--- src/hdl/clsa_pkg.sv ---
package clsa_pkg;

  // Field widths fixed by the interface.
  localparam int unsigned FieldPosBits  = 24;
  localparam int unsigned PeriodBits    = 20;
  localparam int unsigned TolBits       = 8;
  localparam int unsigned ChunkBits     = 15;
  localparam int unsigned CapBits       = 8;
  localparam int unsigned CfgIndexBits  = 3;
  localparam int unsigned CfgDataBits   = 24;
  localparam int unsigned DefPositionBits = 24;

  // Register reset values.
  localparam logic [PeriodBits-1:0]          RstStepPeriod = 20'd1250;
  localparam logic signed [FieldPosBits-1:0] RstMinPos     = 24'sh800000;
  localparam logic signed [FieldPosBits-1:0] RstMaxPos     = 24'sh7FFFFF;
  localparam logic [TolBits-1:0]             RstTolerance  = 8'd4;
  localparam logic [ChunkBits-1:0]           RstChunkLimit = 15'd400;
  localparam logic [CapBits-1:0]             RstIterCap    = 8'd53;

  // Configuration register indexes.
  typedef enum logic [CfgIndexBits-1:0] {
    CFG_STEP_PERIOD = 3'd0,
    CFG_MIN_POS     = 3'd1,
    CFG_MAX_POS     = 3'd2,
    CFG_TOLERANCE   = 3'd3,
    CFG_CHUNK_LIMIT = 3'd4,
    CFG_ITER_CAP    = 3'd5
  } cfg_index_t;

  // Input word kinds.
  localparam logic KIND_TICK = 1'b0;
  localparam logic KIND_MOVE = 1'b1;

  typedef enum logic [1:0] {
    OUTC_NONE    = 2'd0,
    OUTC_REACHED = 2'd1,
    OUTC_CAP     = 2'd2
  } outcome_t;

  typedef enum logic [2:0] {
    MODE_IDLE  = 3'b001,
    MODE_CHECK = 3'b010,
    MODE_STEP  = 3'b100
  } mode_t;

  typedef struct packed {
    logic                          kind;
    logic signed [FieldPosBits-1:0] target_steps;
    logic signed [FieldPosBits-1:0] encoder_steps;
    logic                          toolhead_raised;
  } in_word_t;

  typedef struct packed {
    logic                          step_level;
    logic                          direction_up;
    logic signed [FieldPosBits-1:0] position;
    logic                          busy_res;
    logic                          finished;
    logic [1:0]                    outcome;
  } out_word_t;

  typedef struct packed {
    logic [PeriodBits-1:0]          step_period;
    logic signed [FieldPosBits-1:0] min_pos;
    logic signed [FieldPosBits-1:0] max_pos;
    logic [TolBits-1:0]             tolerance;
    logic [ChunkBits-1:0]           chunk_limit;
    logic [CapBits-1:0]             iter_cap;
  } cfg_t;

endpackage

--- src/hdl/clsa_core.sv ---
module clsa_core #(
  parameter int unsigned POSITION_BITS = clsa_pkg::DefPositionBits
) (
  input  logic                 clk,
  input  logic                 rst_n,
  input  logic                 accept,
  input  clsa_pkg::in_word_t   item,
  input  clsa_pkg::cfg_t       cfg,
  output clsa_pkg::out_word_t  result
);
  import clsa_pkg::*;

  mode_t                            mode_r, mode_nxt;
  logic                             pulse_r, pulse_nxt;
  logic [ChunkBits-1:0]             steps_r, steps_nxt;
  logic                             up_r, up_nxt;
  logic signed [POSITION_BITS-1:0]  pos_r, pos_nxt;
  logic signed [FieldPosBits-1:0]   target_r, target_nxt;
  logic [CapBits-1:0]               chunks_r, chunks_nxt;
  logic [PeriodBits-1:0]            tick_r, tick_nxt;

  logic signed [FieldPosBits-1:0]   clamp_lo, clamped;
  logic signed [FieldPosBits:0]     err;
  logic [FieldPosBits:0]            mag;
  logic [ChunkBits-1:0]             chunk_n;
  logic [PeriodBits-1:0]            period;
  logic                             timer_hit;
  logic                             fin;
  outcome_t                         outc;

  // The upper limit is applied last, so it wins when the limits cross.
  assign clamp_lo = (item.target_steps < cfg.min_pos) ? cfg.min_pos : item.target_steps;
  assign clamped  = (clamp_lo > cfg.max_pos) ? cfg.max_pos : clamp_lo;

  assign err     = (FieldPosBits+1)'(target_r) - (FieldPosBits+1)'(item.encoder_steps);
  assign mag     = err[FieldPosBits] ? unsigned'(-err) : unsigned'(err);
  assign chunk_n = (mag > (FieldPosBits+1)'(cfg.chunk_limit)) ? cfg.chunk_limit
                                                              : mag[ChunkBits-1:0];

  assign period    = (cfg.step_period == '0) ? PeriodBits'(1) : cfg.step_period;
  assign timer_hit = ({1'b0, tick_r} + (PeriodBits+1)'(1)) >= {1'b0, period};

  always_comb begin
    mode_nxt   = mode_r;
    pulse_nxt  = pulse_r;
    steps_nxt  = steps_r;
    up_nxt     = up_r;
    pos_nxt    = pos_r;
    target_nxt = target_r;
    chunks_nxt = chunks_r;
    tick_nxt   = tick_r;
    fin        = 1'b0;
    outc       = OUTC_NONE;
    if (accept) begin
      if (item.kind == KIND_MOVE) begin
        if (mode_r == MODE_IDLE) begin
          target_nxt = clamped;
          chunks_nxt = '0;
          mode_nxt   = MODE_CHECK;
        end
      end else begin
        case (mode_r)
          MODE_CHECK: begin
            if (chunks_r >= cfg.iter_cap) begin
              pos_nxt  = POSITION_BITS'(item.encoder_steps);
              mode_nxt = MODE_IDLE;
              fin      = 1'b1;
              outc     = OUTC_CAP;
            end else if (mag <= (FieldPosBits+1)'(cfg.tolerance)) begin
              pos_nxt  = POSITION_BITS'(item.encoder_steps);
              mode_nxt = MODE_IDLE;
              fin      = 1'b1;
              outc     = OUTC_REACHED;
            end else begin
              chunks_nxt = chunks_r + CapBits'(1);
              // A lowered toolhead still uses up one iteration.
              if (item.toolhead_raised && chunk_n != '0) begin
                up_nxt    = ~err[FieldPosBits];
                steps_nxt = chunk_n;
                pulse_nxt = 1'b0;
                tick_nxt  = '0;
                mode_nxt  = MODE_STEP;
              end
            end
          end
          MODE_STEP: begin
            if (timer_hit) begin
              tick_nxt = '0;
              if (!pulse_r && steps_r != '0) begin
                pulse_nxt = 1'b1;
              end else if (pulse_r) begin
                pulse_nxt = 1'b0;
                if (steps_r != '0) begin
                  steps_nxt = steps_r - ChunkBits'(1);
                  pos_nxt   = up_r ? pos_r + POSITION_BITS'(1) : pos_r - POSITION_BITS'(1);
                end
                if (steps_r <= ChunkBits'(1)) begin
                  mode_nxt = MODE_CHECK;
                end
              end else begin
                mode_nxt = MODE_CHECK;
              end
            end else begin
              tick_nxt = tick_r + PeriodBits'(1);
            end
          end
          default: begin
          end
        endcase
      end
    end
  end

  always_ff @(posedge clk) begin
    if (!rst_n) begin
      mode_r   <= MODE_IDLE;
      pulse_r  <= 1'b0;
      steps_r  <= '0;
      up_r     <= 1'b1;
      pos_r    <= '0;
      target_r <= '0;
      chunks_r <= '0;
      tick_r   <= '0;
    end else begin
      mode_r   <= mode_nxt;
      pulse_r  <= pulse_nxt;
      steps_r  <= steps_nxt;
      up_r     <= up_nxt;
      pos_r    <= pos_nxt;
      target_r <= target_nxt;
      chunks_r <= chunks_nxt;
      tick_r   <= tick_nxt;
    end
  end

  always_comb begin
    result.step_level   = pulse_nxt;
    result.direction_up = up_nxt;
    result.position     = FieldPosBits'(pos_nxt);
    result.busy_res     = (mode_nxt != MODE_IDLE);
    result.finished     = fin;
    result.outcome      = outc;
  end

endmodule

--- src/hdl/closed_loop_stepper_axis_top.sv ---
// Closed-loop step/direction axis with encoder correction.
// The result word for an input word is registered into the output register, or the skid entry.
// Throughput: one word per cycle unless stalled; state updates in the same cycle as accept.
// Reset: synchronous, active low; clears the axis state and output buffer, loads config defaults.
// A two-entry output buffer keeps input flowing for one more word while the output is stalled.
module closed_loop_stepper_axis_top #(
  parameter int unsigned POSITION_BITS = clsa_pkg::DefPositionBits
) (
  input  logic                                   clk,
  input  logic                                   rst_n,
  input  logic                                   in_valid,
  output logic                                   in_stall,
  input  clsa_pkg::in_word_t                     in_data,
  output logic                                   out_valid,
  input  logic                                   out_stall,
  output clsa_pkg::out_word_t                    out_data,
  input  logic                                   cfg_we,
  input  logic [clsa_pkg::CfgIndexBits-1:0]      cfg_index,
  input  logic [clsa_pkg::CfgDataBits-1:0]       cfg_data
);
  import clsa_pkg::*;

  // Configuration registers; to be written only while no word is in flight (the block does
  // not enforce it). The axis may be mid-move; new values apply from the next word.
  cfg_t cfg_r;

  always_ff @(posedge clk) begin
    if (!rst_n) begin
      cfg_r.step_period <= RstStepPeriod;
      cfg_r.min_pos     <= RstMinPos;
      cfg_r.max_pos     <= RstMaxPos;
      cfg_r.tolerance   <= RstTolerance;
      cfg_r.chunk_limit <= RstChunkLimit;
      cfg_r.iter_cap    <= RstIterCap;
    end else if (cfg_we) begin
      case (cfg_index)
        CFG_STEP_PERIOD: cfg_r.step_period <= cfg_data[PeriodBits-1:0];
        CFG_MIN_POS:     cfg_r.min_pos     <= cfg_data[FieldPosBits-1:0];
        CFG_MAX_POS:     cfg_r.max_pos     <= cfg_data[FieldPosBits-1:0];
        CFG_TOLERANCE:   cfg_r.tolerance   <= cfg_data[TolBits-1:0];
        CFG_CHUNK_LIMIT: cfg_r.chunk_limit <= cfg_data[ChunkBits-1:0];
        CFG_ITER_CAP:    cfg_r.iter_cap    <= cfg_data[CapBits-1:0];
        default: begin
        end
      endcase
    end
  end

  // An input word is taken whenever the skid entry is free.
  logic      accept;
  out_word_t result;
  logic      skid_valid_r;

  assign in_stall = skid_valid_r;
  assign accept   = in_valid && !skid_valid_r;

  clsa_core #(
    .POSITION_BITS(POSITION_BITS)
  ) u_core (
    .clk    (clk),
    .rst_n  (rst_n),
    .accept (accept),
    .item   (in_data),
    .cfg    (cfg_r),
    .result (result)
  );

  // Output register plus skid entry. The skid fills only when the output
  // register is held by a stall and a new word arrives in the same cycle.
  logic      out_valid_r;
  out_word_t out_data_r;
  out_word_t skid_data_r;
  logic      out_free;

  assign out_free  = !out_valid_r || !out_stall;
  assign out_valid = out_valid_r;
  assign out_data  = out_data_r;

  always_ff @(posedge clk) begin
    if (!rst_n) begin
      out_valid_r  <= 1'b0;
      skid_valid_r <= 1'b0;
    end else if (out_free) begin
      if (skid_valid_r) begin
        out_valid_r  <= 1'b1;
        skid_valid_r <= 1'b0;
      end else begin
        out_valid_r <= accept;
      end
    end else if (accept) begin
      skid_valid_r <= 1'b1;
    end
  end

  always_ff @(posedge clk) begin
    if (out_free) begin
      out_data_r <= skid_valid_r ? skid_data_r : result;
    end
    if (!out_free && accept) begin
      skid_data_r <= result;
    end
  end

endmodule

--- config.mk ---
export PLATFORM = sky130hd
export DESIGN_NAME = closed_loop_stepper_axis_top
export DESIGN_NICKNAME = d
export VERILOG_FILES = /design/src/hdl/clsa_pkg.sv /design/src/hdl/clsa_core.sv /design/src/hdl/closed_loop_stepper_axis_top.sv
export SDC_FILE = /design/constraint.sdc
export NUM_CORES = 1
export LEC_CHECK = 0
export BUFFER_PORTS_ARGS = -buffer_cell sky130_fd_sc_hd__buf_4
export CELL_PAD_IN_SITES_DETAIL_PLACEMENT = 1
export CELL_PAD_IN_SITES_GLOBAL_PLACEMENT = 2
export CORE_MARGIN = 2
export CORE_UTILIZATION = 38
export DETAILED_ROUTE_END_ITERATION = 8
export MAX_ROUTING_LAYER = met4
export PLACE_DENSITY_LB_ADDON = 0.1
export SETUP_SLACK_MARGIN = 0.15
export SLEW_MARGIN = 30
export SYNTH_ARGS = -nofsm -noshare
export SYNTH_HDL_FRONTEND = slang
export SYNTH_SLANG_ARGS = --single-unit
--- constraint.sdc ---
create_clock -name clk -period 8.7 [get_ports clk]
set_input_delay 1.74 -clock clk [delete_from_list [all_inputs] [get_ports clk]]
set_output_delay 1.74 -clock clk [all_outputs]
set_load 0.02 [all_outputs]
# --- Yosys cells after proc, flatten, opt, wreduce, memory -nomap -nowiden ---
# Index checks and enable logic that the tools add are counted.
word_totals:
  word_cells: 162
  input_bits: 82
  reg_bits: 257
op_classes:
  n_lt_le_gt_ge: 7
  n_mux: 70
  n_reduce_logical: 27
  add_sub_neg: 8
  eq_ne: 19
  n_bitwise: 3
op_table:
  columns: ["operator", "n"]
  rows:
  - ["24-bit two-way mux", 11]
  - ["15-bit two-way mux", 8]
  - ["20-bit two-way mux", 5]
  - ["24-bit case mux with 2 select lines", 1]
  - ["8-bit two-way mux", 5]
  - ["20-bit case mux with 2 select lines", 1]
  - ["3-bit two-way mux", 10]
  - ["30-bit two-way mux", 1]
  - ["15-bit case mux with 2 select lines", 1]
  - ["15-bit nonzero test", 2]
  - ["25-bit by 15-bit greater-than comparator with 1-bit output", 1]
  - ["25-bit by 8-bit <= comparator with 1-bit output", 1]
  - ["25-bit two-way mux", 1]
  - ["25-bit negation", 1]
  - ["24-bit by 24-bit subtractor with 25-bit output", 1]
  - ["24-bit by 2-bit adder with 24-bit output, second input constant", 1]
  - ["24-bit greater-than comparator", 1]
  - ["24-bit less-than comparator", 1]
  - ["24-bit by 2-bit subtractor with 24-bit output, second input constant", 1]
  - ["20-bit by 1-bit adder with 21-bit output, second input constant", 1]
  - ["21-bit by 20-bit >= comparator with 1-bit output", 1]
  - ["20-bit by 1-bit adder with 20-bit output, second input constant", 1]
  - ["20-bit logical NOT", 1]
  - ["1-bit two-way mux", 20]
  - ["other kinds (25)", 56]

# --- Logic depth before layout (Yosys ltp) ---
# Gate-level depths: netlist (run 1).
logic_depth:
  word_depth: 15
  ltp_mapped: 32
  ltp_nobuf: 29

# --- Hierarchy ---
# From an unflattened synthesis (run 1), not the netlist that was laid out.
unflattened:
  hier_cells: 2059
  hier_area_um2: 17732.0
by_module_without_submodules:
  columns: ["module", "seq_area_each_um2", "cells_per_inst", "n_inst", "area_each_um2"]
  rows:
  - ["clsa_core", 1921.8, 1578, 1, 11621.1]
  - ["closed_loop_stepper_axis_top", 3823.7, 481, 1, 6110.9]

# --- Worst setup path after synthesis (run 1) ---
# No wires, ideal clock.
synth_path:
  kind: "input -> register"
  startpoint: "input port in_data[1] in the netlist's numbering"
  endpoint: "register out_data_r, in the netlist out_data[28] (data pin)"
  arrival_time_ns: 6.907
  stages: 25
  required_time_ns: 8.440
  setup_ns: 0.260
  path_slack_ns: 1.533
  path_cell_list: "ha_1 > fa_1 > nand2b_1 > a21o_1 > a211o_1 > a31oi_1 > or2_0 > clkbuf_1 > clkbuf_1 > nor2_1 > xnor2_1 > ha_1 > o21a_1 > o21a_1 > o21a_1 > o21a_1 > o21ai_0 > a211oi_1 > a2111oi_0 > nor2_1 > and2_1 > o311a_1 > o21ai_4 > mux2i_1 > mux2_2"
synth_lines:
  columns: ["item", "line_no", "rtl"]
  rows:
  - ["start, declared", "closed_loop_stepper_axis_top.sv:13", "input clsa_pkg::in_word_t in_data,"]
  - ["end signal, assigned", "closed_loop_stepper_axis_top.sv:97", "out_data_r <= skid_valid_r ? skid_data_r : result;"]
  - ["end, declared", "closed_loop_stepper_axis_top.sv:71", "out_word_t out_data_r;"]

# --- Final worst setup path (run 1) ---
layout_path:
  startpoint: "input port in_data[1] in the netlist's numbering"
  endpoint: "register out_data_r, in the netlist out_data[3] (data pin)"
layout_via:
  elab_chain_cells: 15
  word_cells_on_any_way: 16
  classes_between: "add/sub: 2; order compare: 2; eq/ne: 1; mux: 9; reduce/logical: 2"
layout_lines:
  columns: ["item", "line_no", "rtl"]
  rows:
  - ["24-bit by 24-bit subtractor with 25-bit output *", "clsa_core.sv:35", "assign err = (FieldPosBits+1)'(target_r) - (FieldPosBits+1)'(item.encoder_steps);"]
  - ["25-bit negation", "clsa_core.sv:36", "assign mag = err[FieldPosBits] ? unsigned'(-err) : unsigned'(err);"]
  - ["25-bit two-way mux *", "clsa_core.sv:36", null]
  - ["25-bit by 15-bit greater-than comparator with 1-bit output", "clsa_core.sv:37", "assign chunk_n = (mag > (FieldPosBits+1)'(cfg.chunk_limit)) ? cfg.chunk_limit"]
  - ["15-bit two-way mux", "clsa_core.sv:37", null]
  - ["15-bit nonzero test", "clsa_core.sv:77", "if (item.toolhead_raised && chunk_n != '0) begin"]
  - ["1-bit logical AND", "clsa_core.sv:77", null]
  - ["3-bit two-way mux", "clsa_core.sv:77", null]
  - ["3-bit two-way mux *", "clsa_core.sv:69", "end else if (mag <= (FieldPosBits+1)'(cfg.tolerance)) begin"]
  - ["3-bit two-way mux *", "clsa_core.sv:64", "if (chunks_r >= cfg.iter_cap) begin"]
  - ["3-bit case mux with 2 select lines *", "clsa_core.sv:62", "case (mode_r)"]
  - ["3-bit two-way mux *", "clsa_core.sv:55", "if (item.kind == KIND_MOVE) begin"]
  - ["3-bit two-way mux *", "clsa_core.sv:54", "if (accept) begin"]
  - ["3-bit by 1-bit != test with 1-bit output *", "clsa_core.sv:140", "result.busy_res = (mode_nxt != MODE_IDLE);"]
  - ["30-bit two-way mux *", "closed_loop_stepper_axis_top.sv:97", null]
# Mark *: on every way between the ends. The rest lies on a longest branch, timed or not.
# A chain may end at the register's enable or synchronous reset.

==> results.txt, run 1 <==
reg2reg start = u_core.target_r[0]
Netlist cell types = 107
clock root buffer = clkbuf_16
Cell Area, Synth = 17200 um^2
TritonCTS clock tree = yes
Initial Utilization = 0.382
CP max FO = 17
Fin Setup TNS = 0 ps
Core Rows = 78
# DRC = 0
initial DRC count = 746
gr usage total = 0.255
Setup Buffers After CTS = 0
Final Power = 0.00366 W
share of cells above drive strength 1 = 0.148
sequential area share after synthesis = 0.333
period utilization = 0.885
r2r worst-path depth = 21
Critical Path AT = 8080 ps
Max-Slew Margin vs Limit = 0.351
worst path required time = 9080 ps
ANT nets after route = 0
final-stage net count = 2330
vias in the first global route = 15800
worst-margin pin slew = 967 ps
outcome = completed
vias = 15200
Setup crit start kind = input port
post-route minimum period = 7700 ps
final worst slack = 1000 ps
R2R Setup Slk = 1900 ps
total of max-cap violations = 0
PortBufs = 113
max-slew violation count = 0
synthesis warning total = 0
crit path from = in_data[1]
clk sinks = 257
Post-synth EDFFs = 60
CTS H-tree lvls = 2
Die Width = 217 um
commonest non-fill, non-tap cell in the layout = nand2_1
antenna violations before repair = 2
die height = 217 um
hold buffers post-CTS = 0
hpwl dp = 44100 um
syn nets = 2247
Max IR drop VDD = 0.000100 V
average cell area after synthesis = 8.56 um^2
Worst-Skew Late Latency = 560 ps
Most used DFF post-synth = dfxtp_1
DR WL/cell = 21.3 um
core area = 45100 um^2
largest net degree at the start of global routing = 71
FF-to-FF End = out_data[3]
Post-synth ARST share = 0
leak pwr = 8.48 nW
first-pass GRT wire length = 90900 um
WL final = 58000 um
Setup WS pre-CTS = 429 ps
Placer Congestion = 0.897
Achievable Freq = 130 MHz
Area growth syn-to-layout = 15.8%
PostCTS Resize Cnt = 0
IO Pins = 114
most frequent cells in the layout = nand2_1, dfxtp_1, a21oi_1, ha_1, inv_1
critical path type = input port to flop
CTS clock-pin slew for the worst setup and hold paths = 60 ps
Final setup viols = 0
CP endpoint = out_data[3]
Die ar. = 47100 um^2
cell count after synthesis = 2014
vias per inst = 5.59
Seq cells post-synth = 257
CP Capture Type = flop
Core Util, Final = 0.443
Final Hold Fails = 0
Hold Crit Class = flop to flop
P per Cell Area = 183 nW/um^2
cts bufs inserted = 34
Worst Clk Skew = 18.8 ps
RSZ-0062 raised after global routing = no
Max clock buf depth = 3
First-pass DRT Iterations = 5
total grt overflow = 0
per-stage QoR:
stage | instance area (um^2) | std cells | hold slack, ps
floorplan | 17200 | 2014 | 436
global placement | 18700 | 2661 | 443
detailed placement | 18700 | 2661 | 456
CTS | 20000 | 2722 | 464
global route | 20000 | 2724 | 482
finish | 20000 | 2724 | 463
sequential cells by signal (all words and copies together), names as in the netlist, 3 cells and up:
signal and count:
u_core.steps_r 15, u_core.pos_r 24, u_core.chunks_r 8, u_core.mode_r 3, u_core.tick_r 20, cfg_r 99, u_core.target_r 24, skid_data_r 30
out_data 30
worst min path at each step:
stage / from / slack (ps) / cells past startpoint / end
2_1_floorplan: cfg_r[1] / 440 / 2 / cfg_r[1]
3_3_place_gp: cfg_r[30] / 440 / 2 / cfg_r[30]
3_5_place_dp: cfg_r[1] / 460 / 2 / cfg_r[1]
4_1_cts: cfg_r[1] / 460 / 2 / cfg_r[1]
5_1_grt: cfg_r[30] / 480 / 2 / cfg_r[30]
6_report: cfg_r[28] / 460 / 2 / cfg_r[28]
layer usage:
| metal | vias to the layer above | share of wire | GRT usage |
|---|---|---|---|
| met5 | - | 0 | - |
| met2 | 218 | 0.48 | 0.428 |
| met4 | 0 | 0.025 | 0.0724 |
| met3 | 74 | 0.033 | 0.0361 |
| li1 | 7468 | - | - |
| met1 | 7463 | 0.46 | 0.319 |
power breakdown:
part | total (W) | switching (W) | internal [W]
clock | 0.00162 | 0.000578 | 0.00105
sequential | 0.00128 | 0.0000244 | 0.00125
combinational | 0.000757 | 0.000466 | 0.000291
total | 0.00366 | 0.00107 | 0.00259
cells by family (layout without fill, tap and decap cells):
logic type | Yosys count | count (layout) | share of synthesized area
mux | 101 | 101 | 0.0623
fa+ha+maj | 151 | 151 | 0.110
other cells | 0 | 2 | 0
compound gates | 548 | 548 | 0.218
flops | 257 | 257 | 0.333
xor+xnor | 61 | 61 | 0.0314
simple gates | 658 | 658 | 0.190
buf+inv | 238 | 346 | 0.0551
area by class of cell:
type | count | area [um^2]
Clock buffer | 46 | 997
Sequential cell | 257 | 5750
Clock inverter | 15 | 299
Inverter | 147 | 552
Tap cell | 600 | 751
Fill cell | 5325 | 25100
Antenna cell | 2 | 5.00
Multi-Input combinational cell | 1519 | 10600
Timing Repair Buffer | 138 | 1040
Yosys cell counts, types with 42 or more instances:
cell	n	area share
dfxtp_1	197	0.23
ha_1	149	0.11
a21oi_1	168	0.049
mux2i_1	50	0.029
o211ai_1	42	0.018
nand3_1	42	0.012
o21ai_0	69	0.020
clkbuf_1	65	0.014
edfxtp_1	60	0.10
nand2_1	274	0.060
mux2_2	51	0.033
inv_1	146	0.032
nor2_1	86	0.019
critical path, cell delays in order:
cell,delay (ps)
buf_4,140
ha_1,230
fa_1,400
nand2b_1,210
a21oi_1,180
xnor2_1,240
nand4_1,260
nor4b_2,670
o21ai_1,400
o41a_1,510
xnor2_1,360
inv_1,140
ha_1,310
o21ai_0,80
nand2b_1,100
a2111oi_0,600
o21a_1,260
nand3_2,410
a211oi_1,460
o22ai_1,160
a31oi_1,210
Note: power is estimated with default switching activity, not from simulation.
==> run 2: changes to the inputs <==
--- a/config.mk
+++ b/config.mk
@@ -8,6 +8,7 @@
 export BUFFER_PORTS_ARGS = -buffer_cell sky130_fd_sc_hd__buf_4
 export CELL_PAD_IN_SITES_DETAIL_PLACEMENT = 1
 export CELL_PAD_IN_SITES_GLOBAL_PLACEMENT = 2
+export CORE_ASPECT_RATIO = 1.75
 export CORE_MARGIN = 2
 export CORE_UTILIZATION = 38
 export DETAILED_ROUTE_END_ITERATION = 8
==> results.txt, run 2 (synthesized netlist as in run 1, its figures left out) <==
Max clock buf depth = 3
vias in the first global route = 16500
WL final = 61800 um
Setup WS pre-CTS = 666 ps
critical path type = input port to flop
Switching Fraction = 0.316
commonest non-fill, non-tap cell in the layout = nand2_1
leak pwr = 8.32 nW
Top reg by flops = cfg_r
total of max-cap violations = 0
sw power = 0.00104 W
Max IR drop VDD = 0.000142 V
antenna violations before repair = 0
Initial Utilization = 0.383
Final setup viols = 0
CP Capture Type = flop
Setup crit start kind = input port
Hold Crit Class = flop to flop
Final Power = 0.00328 W
Worst-Skew Late Latency = 590 ps
# diodes = 0
core area = 45000 um^2
RSZ-0062 raised after global routing = no
first-pass GRT wire length = 95300 um
PostCTS Resize Cnt = 0
PortBufs = 113
clock root buffer = clkbuf_16
internal cell power = 0.00224 W
Setup Buffers After CTS = 0
sequential share of power = 0.389
clock share of power = 0.373
Area growth syn-to-layout = 13.7%
Comb pwr share = 0.238
Max-Slew Margin vs Limit = 0.382
fill count = 5406
worst-margin pin slew = 925 ps
beginning of the worst hold path = cfg_r[24]
Achievable Freq = 133 MHz
Die ar. = 47200 um^2
largest net degree at the start of global routing = 67
DR WL/cell = 22.9 um
# DRC = 0
final-stage net count = 2332
IO Pins = 114
ANT nets after route = 0
clk sinks = 257
reg2reg start = u_core.tick_r[0]
worst path required time = 9040 ps
r2r worst-path depth = 20
hpwl dp = 48400 um
FF-to-FF End = out_data[8]
die height = 286 um
post-route minimum period = 7490 ps
most frequent cells in the layout = nand2_1, dfxtp_1, a21oi_1, ha_1, buf_4
period utilization = 0.861
CTS H-tree lvls = 1
max-slew violation count = 0
gr usage total = 0.271
hold path depth = 2
Final Hold Fails = 0
Core Util, Final = 0.436
Worst Clk Skew = 26.0 ps
Fin Setup TNS = 0 ps
cts bufs inserted = 28
Critical Path AT = 7840 ps
TritonCTS clock tree = yes
hold buffers post-CTS = 0
First-pass DRT Iterations = 4
final worst slack = 1210 ps
outcome = completed
vias per inst = 5.70
number of flip-flops under the largest register name = 99
CP max FO = 8
R2R Setup Slk = 1890 ps
initial DRC count = 608
CTS clock-pin slew for the worst setup and hold paths = 60 ps
Core Rows = 103
Die Width = 165 um
Worst Hold Endpoint = cfg_r[24]
Placer Congestion = 0.924
total grt overflow = 0
P per Cell Area = 167 nW/um^2
vias = 15400
share of cells above drive strength 1 = 0.144
-- run 2: worst max-delay path, stage by stage --
cell and delay (ps):
buf_4 130, ha_1 220, fa_1 390, nand2b_1 220, a21o_1 230, a211o_1 380
a31oi_1 570, or2_0 350, nor2_1 90, xnor2_1 350, ha_1 330, o21a_1 110
o21a_1 160, o21a_1 160, o21a_1 160, o21ai_0 170, a211oi_1 100, a2111oi_0 500
nor2_1 140, nor3b_1 300, and4_1 350, o31ai_4 140, o22a_1 260, mux2_2 270
-- run 2: power groups by stage --
stage / clock, W / combinational [W] / sequential [W]
finish: 0.00122 / 0.000780 / 0.00128
floorplan: 0 / 0.000496 / 0.00130
global route: 0.00129 / 0.000856 / 0.00128
global placement: 0 / 0.000768 / 0.00130
detailed placement: 0 / 0.000776 / 0.00130
CTS: 0.00126 / 0.000784 / 0.00128
-- run 2: layout make-up --
type,count,area (um^2),area share
clock buffers,34,743,0.0379
clock inverters,18,170,0.00868
inverters,147,552,0.0281
multi-input cells,1519,10600,0.540
flip-flops and latches,257,5750,0.293
well taps,577,722,0.0368
repair buffers,146,1100,0.0559
-- run 2: worst max path at each step --
stage	startpoint	to	cells past startpoint
final	in_data[1]	out_data[29]	24
after detailed placement	in_data[1]	out_data[29]	24
after global routing	in_data[10]	u_core.tick_r[10]	25
after floorplan	in_data[1]	out_data[28]	25
after global placement	in_data[1]	out_data[29]	23
after CTS	in_data[1]	out_data[29]	24
-- run 2: through the flow --
step           area [um^2]  cells  hold WS [ps]
2_1_floorplan        17200   2014           436
3_3_place_gp         18700   2646           444
3_5_place_dp         18700   2646           452
4_1_cts              19600   2698           461
5_1_grt              19600   2698           487
6_report             19600   2698           460
-- run 2: metal layers --
metal	up-vias	routed length (um)	global-route usage
met5	-	0	-
met4	0	3250	0.125
met3	124	1590	0.0238
met2	260	33900	0.514
met1	7526	23000	0.274
li1	7471	-	-
